===== config.mk =====
export PLATFORM = sky130hd
export DESIGN_NAME = rmkt_ctrl
export DESIGN_NICKNAME = d
export VERILOG_FILES = /design/src/rtl/core/rmkt_pkg.sv /design/src/rtl/core/rmkt_ctrl.sv
export SDC_FILE = /design/constraint.sdc
export NUM_CORES = 1
export LEC_CHECK = 0
export ABC_AREA = 1
export BUFFER_PORTS_ARGS = -buffer_cell sky130_fd_sc_hd__buf_2
export CAP_MARGIN = 5
export CORE_AREA = 5 5 42 44
export CTS_CLUSTER_SIZE = 25
export DETAILED_ROUTE_END_ITERATION = 8
export DIE_AREA = 0 0 47 49
export GPL_ROUTABILITY_DRIVEN = 1
export PLACE_DENSITY = 0.41
export SETUP_SLACK_MARGIN = 0.1
export SLEW_MARGIN = 5
export SYNTH_ARGS = -nofsm -noshare
export SYNTH_HDL_FRONTEND = slang
export SYNTH_SLANG_ARGS = --single-unit

===== constraint.sdc =====
create_clock -name clk -period 1.53 [get_ports clk]
set_input_delay 0.153 -clock clk [delete_from_list [all_inputs] [get_ports clk]]
set_output_delay 0.153 -clock clk [all_outputs]
set_load 0.03 [all_outputs]

===== src/rtl/core/rmkt_pkg.sv =====
// ============================================================================
// rmkt_pkg - memory key table shared definitions
// Types, widths and codes used by the key table controller, datapath and top.
// ============================================================================
`default_nettype none

package rmkt_pkg;

    // Field widths of the request and response transactions
    localparam int FUNC_W    = 2;
    localparam int KEY_W     = 10;
    localparam int ADDR_W    = 64;
    localparam int SIZE_W    = 31;
    localparam int LEN_W     = 32;
    localparam int STATUS_W  = 2;

    // Width that holds any key or key count up to the largest table (65536)
    localparam int KEY_WIDE_W = 17;

    localparam int DEFAULT_TABLE_DEPTH = 1024;

    // Request operations
    typedef enum logic [FUNC_W-1:0] {
        FUNC_REGISTER   = 2'd0,
        FUNC_UNREGISTER = 2'd1,
        FUNC_VALIDATE   = 2'd2
    } func_t;

    // Response status codes
    localparam logic [STATUS_W-1:0] STATUS_OK      = 2'd0;
    localparam logic [STATUS_W-1:0] STATUS_INVALID = 2'd1;
    localparam logic [STATUS_W-1:0] STATUS_FULL    = 2'd2;

    // Controller states
    typedef enum logic [2:0] {
        ST_IDLE,
        ST_READ,
        ST_ADD,
        ST_SUB,
        ST_FINISH
    } state_t;

    // Commands from controller to datapath
    typedef struct packed {
        logic capture;   // latch the incoming request
        logic mem_read;  // read the table at the captured key
        logic add_step;  // region end and lower bound check
        logic sub_step;  // room left above the access address
        logic finish;    // update the table and load the response
    } ctrl_cmd_t;

    // Status from datapath to controller
    typedef struct packed {
        logic op_validate;  // captured request is a validate
        logic out_free;     // response register can take a new transaction
    } ctrl_sts_t;

endpackage : rmkt_pkg

`default_nettype wire


===== src/rtl/core/rmkt_ctrl.sv =====
// ============================================================================
// rmkt_ctrl - memory key table controller
// Sequences one request through table read, bound check and response load.
// ============================================================================
`default_nettype none

module rmkt_ctrl (
    input  wire logic               clk,
    input  wire logic               rst_n,
    input  wire logic               in_valid,
    output logic                    in_ready,
    input  wire rmkt_pkg::ctrl_sts_t sts,
    output rmkt_pkg::ctrl_cmd_t      cmd
);
    import rmkt_pkg::*;

    state_t state_reg;
    state_t state_next;

    // State register
    always_ff @(posedge clk or negedge rst_n)
    begin
        if (!rst_n)
        begin
            state_reg <= ST_IDLE;
        end
        else
        begin
            state_reg <= state_next;
        end
    end

    // Next state and commands
    always_comb
    begin
        state_next = state_reg;
        cmd        = '0;
        in_ready   = 1'b0;
        case (state_reg)
            ST_IDLE:
            begin
                in_ready = 1'b1;
                if (in_valid)
                begin
                    cmd.capture = 1'b1;
                    state_next  = ST_READ;
                end
            end
            ST_READ:
            begin
                cmd.mem_read = 1'b1;
                state_next   = sts.op_validate ? ST_ADD : ST_FINISH;
            end
            ST_ADD:
            begin
                cmd.add_step = 1'b1;
                state_next   = ST_SUB;
            end
            ST_SUB:
            begin
                cmd.sub_step = 1'b1;
                state_next   = ST_FINISH;
            end
            ST_FINISH:
            begin
                // wait here until the response register is free
                if (sts.out_free)
                begin
                    cmd.finish = 1'b1;
                    state_next = ST_IDLE;
                end
            end
            default:
            begin
                state_next = ST_IDLE;
            end
        endcase
    end

    // Assertions
    a_finish_needs_room: assert property (@(posedge clk) disable iff (!rst_n)
        cmd.finish |-> sts.out_free)
        else $error("response loaded while response register occupied");

    a_capture_leads_to_read: assert property (@(posedge clk) disable iff (!rst_n)
        cmd.capture |=> (state_reg == ST_READ))
        else $error("accepted transaction did not start a table read");

    a_add_then_sub: assert property (@(posedge clk) disable iff (!rst_n)
        cmd.add_step |=> cmd.sub_step)
        else $error("bound check steps out of order");

endmodule : rmkt_ctrl

`default_nettype wire


==> flow_metrics.tcl <==
set metrics [dict create \
    flow.area_growth_from_synthesis_pct 57.0 \
    synthesis.area_sq_um 186 \
    fin_worst_skew_ps 0.414 \
    synth_top_area_cell "sky130_fd_sc_hd__dfrtp_1" \
    seq_area_frac_synth_pct 40.3 \
    finalMaxSlewViolations 0 \
    post_synth_inst_count 27 \
    cell_with_the_most_instances_after_synthesis "sky130_fd_sc_hd__inv_1" \
    timing.fmax_mhz 757 \
    yosysUniqueCellTypes 12 \
    worst_ir_drop_vdd_mv 0.495 \
    min_delay_path_depth 3 \
    cts-buffers-inserted 3 \
    critical_path.startpoint_type "flip-flop" \
    antenna_cells 0 \
    hpwl_um 372 \
    power.net_switching_uw 318 \
    grt_overflow_total 0 \
    antenna_found_initial 0 \
    share_of_final_layout_standard_cells_stronger_than_drive_strength_1_pct 40.5 \
    p_leak_uw 0.000178 \
    p_sw_share_pct 50.1 \
    worst_r2r_path_depth 4 \
    drt_iter0_markers 3 \
    start_util_pct 13.3 \
    grt_pass1_wl_um 800 \
    num-nets-final 48 \
    rows 14 \
    drt.antenna.violating_nets 0 \
    netlist.area_leader.share_pct 40.3 \
    slew-limit-headroom_pct 87.8 \
    final_hold_viol_count 0 \
    avgViaCountPerCell 3.60 \
    final.setup.tns_ps 0 \
    clock_latency_ps 230 \
    fillerInstances 171 \
    pwr-share-seq_pct 23.4 \
    num_vias 209 \
    endpoint_kind "output port" \
    syn_nets 32 \
    synth-edff-count 0 \
    post-route-period-util_pct 86.3 \
    yosys_most_used_dff "sky130_fd_sc_hd__dfrtp_1" \
    clock_power_share_pct 21.5 \
    vertical_die_dimension_um 49 \
    final.min_clock_period_ps 1320 \
    power.density_cell_area_nw_per_um2 2170 \
    netlist_top_cells_area "sky130_fd_sc_hd__dfrtp_1 40%, sky130_fd_sc_hd__inv_1 12%, sky130_fd_sc_hd__nor2_1 10%, sky130_fd_sc_hd__nand2_1 8.1%, sky130_fd_sc_hd__nand3_1 5.4%" \
    worstPathArrival_ps 1170 \
    post_layout_nonfiller_instances 58 \
    criticalPathCategory "flip-flop to output port" \
    number_of_flip_flops_in_the_largest_register 3 \
    numPlacedInstances 53 \
    placed_cell_area_sq_um 256 \
    tritoncts "yes" \
    critPathRequiredTime_ps 1380 \
    timing.hold.worst.class "primary input to flip-flop" \
    synthesis.area_per_instance_sq_um 6.90 \
    clock_sinks 3 \
    numPortBuffers 10 \
    synth_seq_cells 3 \
    pwr-share-comb_pct 55.1 \
    cts_clk_pin_slew_worst_paths_ps 40 \
    grtUsageTotal_pct 5.08 \
    worst-path-max-fanout 5 \
    post_synth_most_frequent_cells "6 x sky130_fd_sc_hd__inv_1, 5 x sky130_fd_sc_hd__nor2_1, 4 x sky130_fd_sc_hd__nand2_1, 3 x sky130_fd_sc_hd__dfrtp_1, 2 x sky130_fd_sc_hd__nand3_1" \
    maxCapViolCount 0 \
    fin_area_sq_um 293 \
    synth.yosys.warnings 0 \
    pin_count 11 \
    ys_async_sr_fraction_pct 100 \
    cts.htree.levels 1 \
    wire_per_inst_um 7.59 \
    ctsRootBufferMaster "sky130_fd_sc_hd__clkbuf_4" \
    core_sq_um 1400 \
    outcome "complete, no violations" \
    fp.dieArea_sq_um 2300 \
    drc 0 \
    die_width_um 47 \
    p_int_uw 316 \
    cts_repair_resize_count 0 \
    grt_pass1_vias 218 \
    grt_start_max_net_pins 6 \
    cts.path.max_buffers 2 \
    max_slew.worst_pin.slew_ps 183 \
    gp_routability_congestion 0.694 \
    report.final.setup_viol 0 \
    grt_setup_unrepaired "no" \
    drt_wl_total_um 440 \
    detail_route.first_pass.iterations 2 \
]
-- power groups by stage --
stage          Clock, uW  Combinational [uW]  Sequential, uW
6_report             136                 349             149
5_1_grt              153                 396             155
4_1_cts              144                 356             149
3_5_place_dp           0                 354             150
3_3_place_gp           0                 354             150
2_1_floorplan          0                 269             144
-- placed cells by master (no fill, tap or decap) --
master and n:
sky130_fd_sc_hd__nand3_1 2, sky130_fd_sc_hd__inv_1 6, sky130_fd_sc_hd__o22ai_1 1, sky130_fd_sc_hd__clkbuf_4 3, sky130_fd_sc_hd__nand2_1 4, sky130_fd_sc_hd__inv_2 1
sky130_fd_sc_hd__buf_2 10, sky130_fd_sc_hd__nor3_1 1, sky130_fd_sc_hd__dfrtp_1 3, sky130_fd_sc_hd__dlygate4sd3_1 1, sky130_fd_sc_hd__nand3_2 1, sky130_fd_sc_hd__clkbuf_1 1
sky130_fd_sc_hd__o21bai_1 1, sky130_fd_sc_hd__nor2_1 5, sky130_fd_sc_hd__nor2_2 1, sky130_fd_sc_hd__nand2_2 1
-- per-stage QoR --
step | utilization (%) | setup WS [ps] | hold WS [ps] | power, uW
after global routing | 20.9 | 113 | 211 | 704
after CTS | 20.9 | 187 | 204 | 649
final | 20.9 | 209 | 205 | 634
after global placement | 18.3 | 442 | -46.3 | 503
after floorplan | - | 180 | -143 | 412
after detailed placement | 18.3 | 441 | -46.0 | 503
-- critical path: stages (launching register included) --
cell                      delay (ps)
sky130_fd_sc_hd__dfrtp_1         420
sky130_fd_sc_hd__nor2_2          180
sky130_fd_sc_hd__nand2_1          70
sky130_fd_sc_hd__nor2_1           70
sky130_fd_sc_hd__buf_2           190
-- cell type report --
| class | instances | area [sq um] | share of cell area (%) |
|---|---|---|---|
| multi-input cells | 17 | 85.1 | 29.1 |
| inverters | 7 | 26.3 | 8.97 |
| flip-flops and latches | 3 | 75.1 | 25.6 |
| clock buffers | 4 | 26.3 | 8.97 |
| repair buffers | 11 | 60.1 | 20.5 |
| well taps | 16 | 20.0 | 6.84 |
-- metal layers --
metal / vias up / GRT usage [%] / wire length [um]
met3: 0 / 3.32 / 46
li1: 111 / - / -
met4: 0 / 4.15 / 0
met1: 92 / 5.97 / 173
met5: - / 0 / 0
met2: 6 / 6.11 / 221
-- path summary, 6_finish.rpt --
kind                                            endpoint  slack [ps]                     start
worst min-delay path            state_reg[1]$_DFFE_PN0P_         210                    sts[1]
min in group asynchronous       state_reg[1]$_DFFE_PN0P_         240                     rst_n
max in group asynchronous       state_reg[2]$_DFFE_PN0P_        1180                     rst_n
worst max-delay path                              cmd[0]         210  state_reg[1]$_DFFE_PN0P_
worst max register to register  state_reg[0]$_DFFE_PN0P_         610  state_reg[1]$_DFFE_PN0P_
worst min register to register  state_reg[2]$_DFFE_PN0P_         570  state_reg[2]$_DFFE_PN0P_
-- logic make-up (layout without fill, tap and decap cells) --
kind of cell | after synthesis | count (layout) | synth area share, %
simple gates | 15 | 15 | 38.3
buf+inv | 7 | 22 | 14.1
flops | 3 | 3 | 40.3
compound gates | 2 | 2 | 7.39
-- what timing repair did --
item                                   CTS  global route
setup buffers                            0             0
hold buffers                             1             0
endpoints found under the hold margin    3             0
Note: power is estimated with default switching activity, not from simulation.
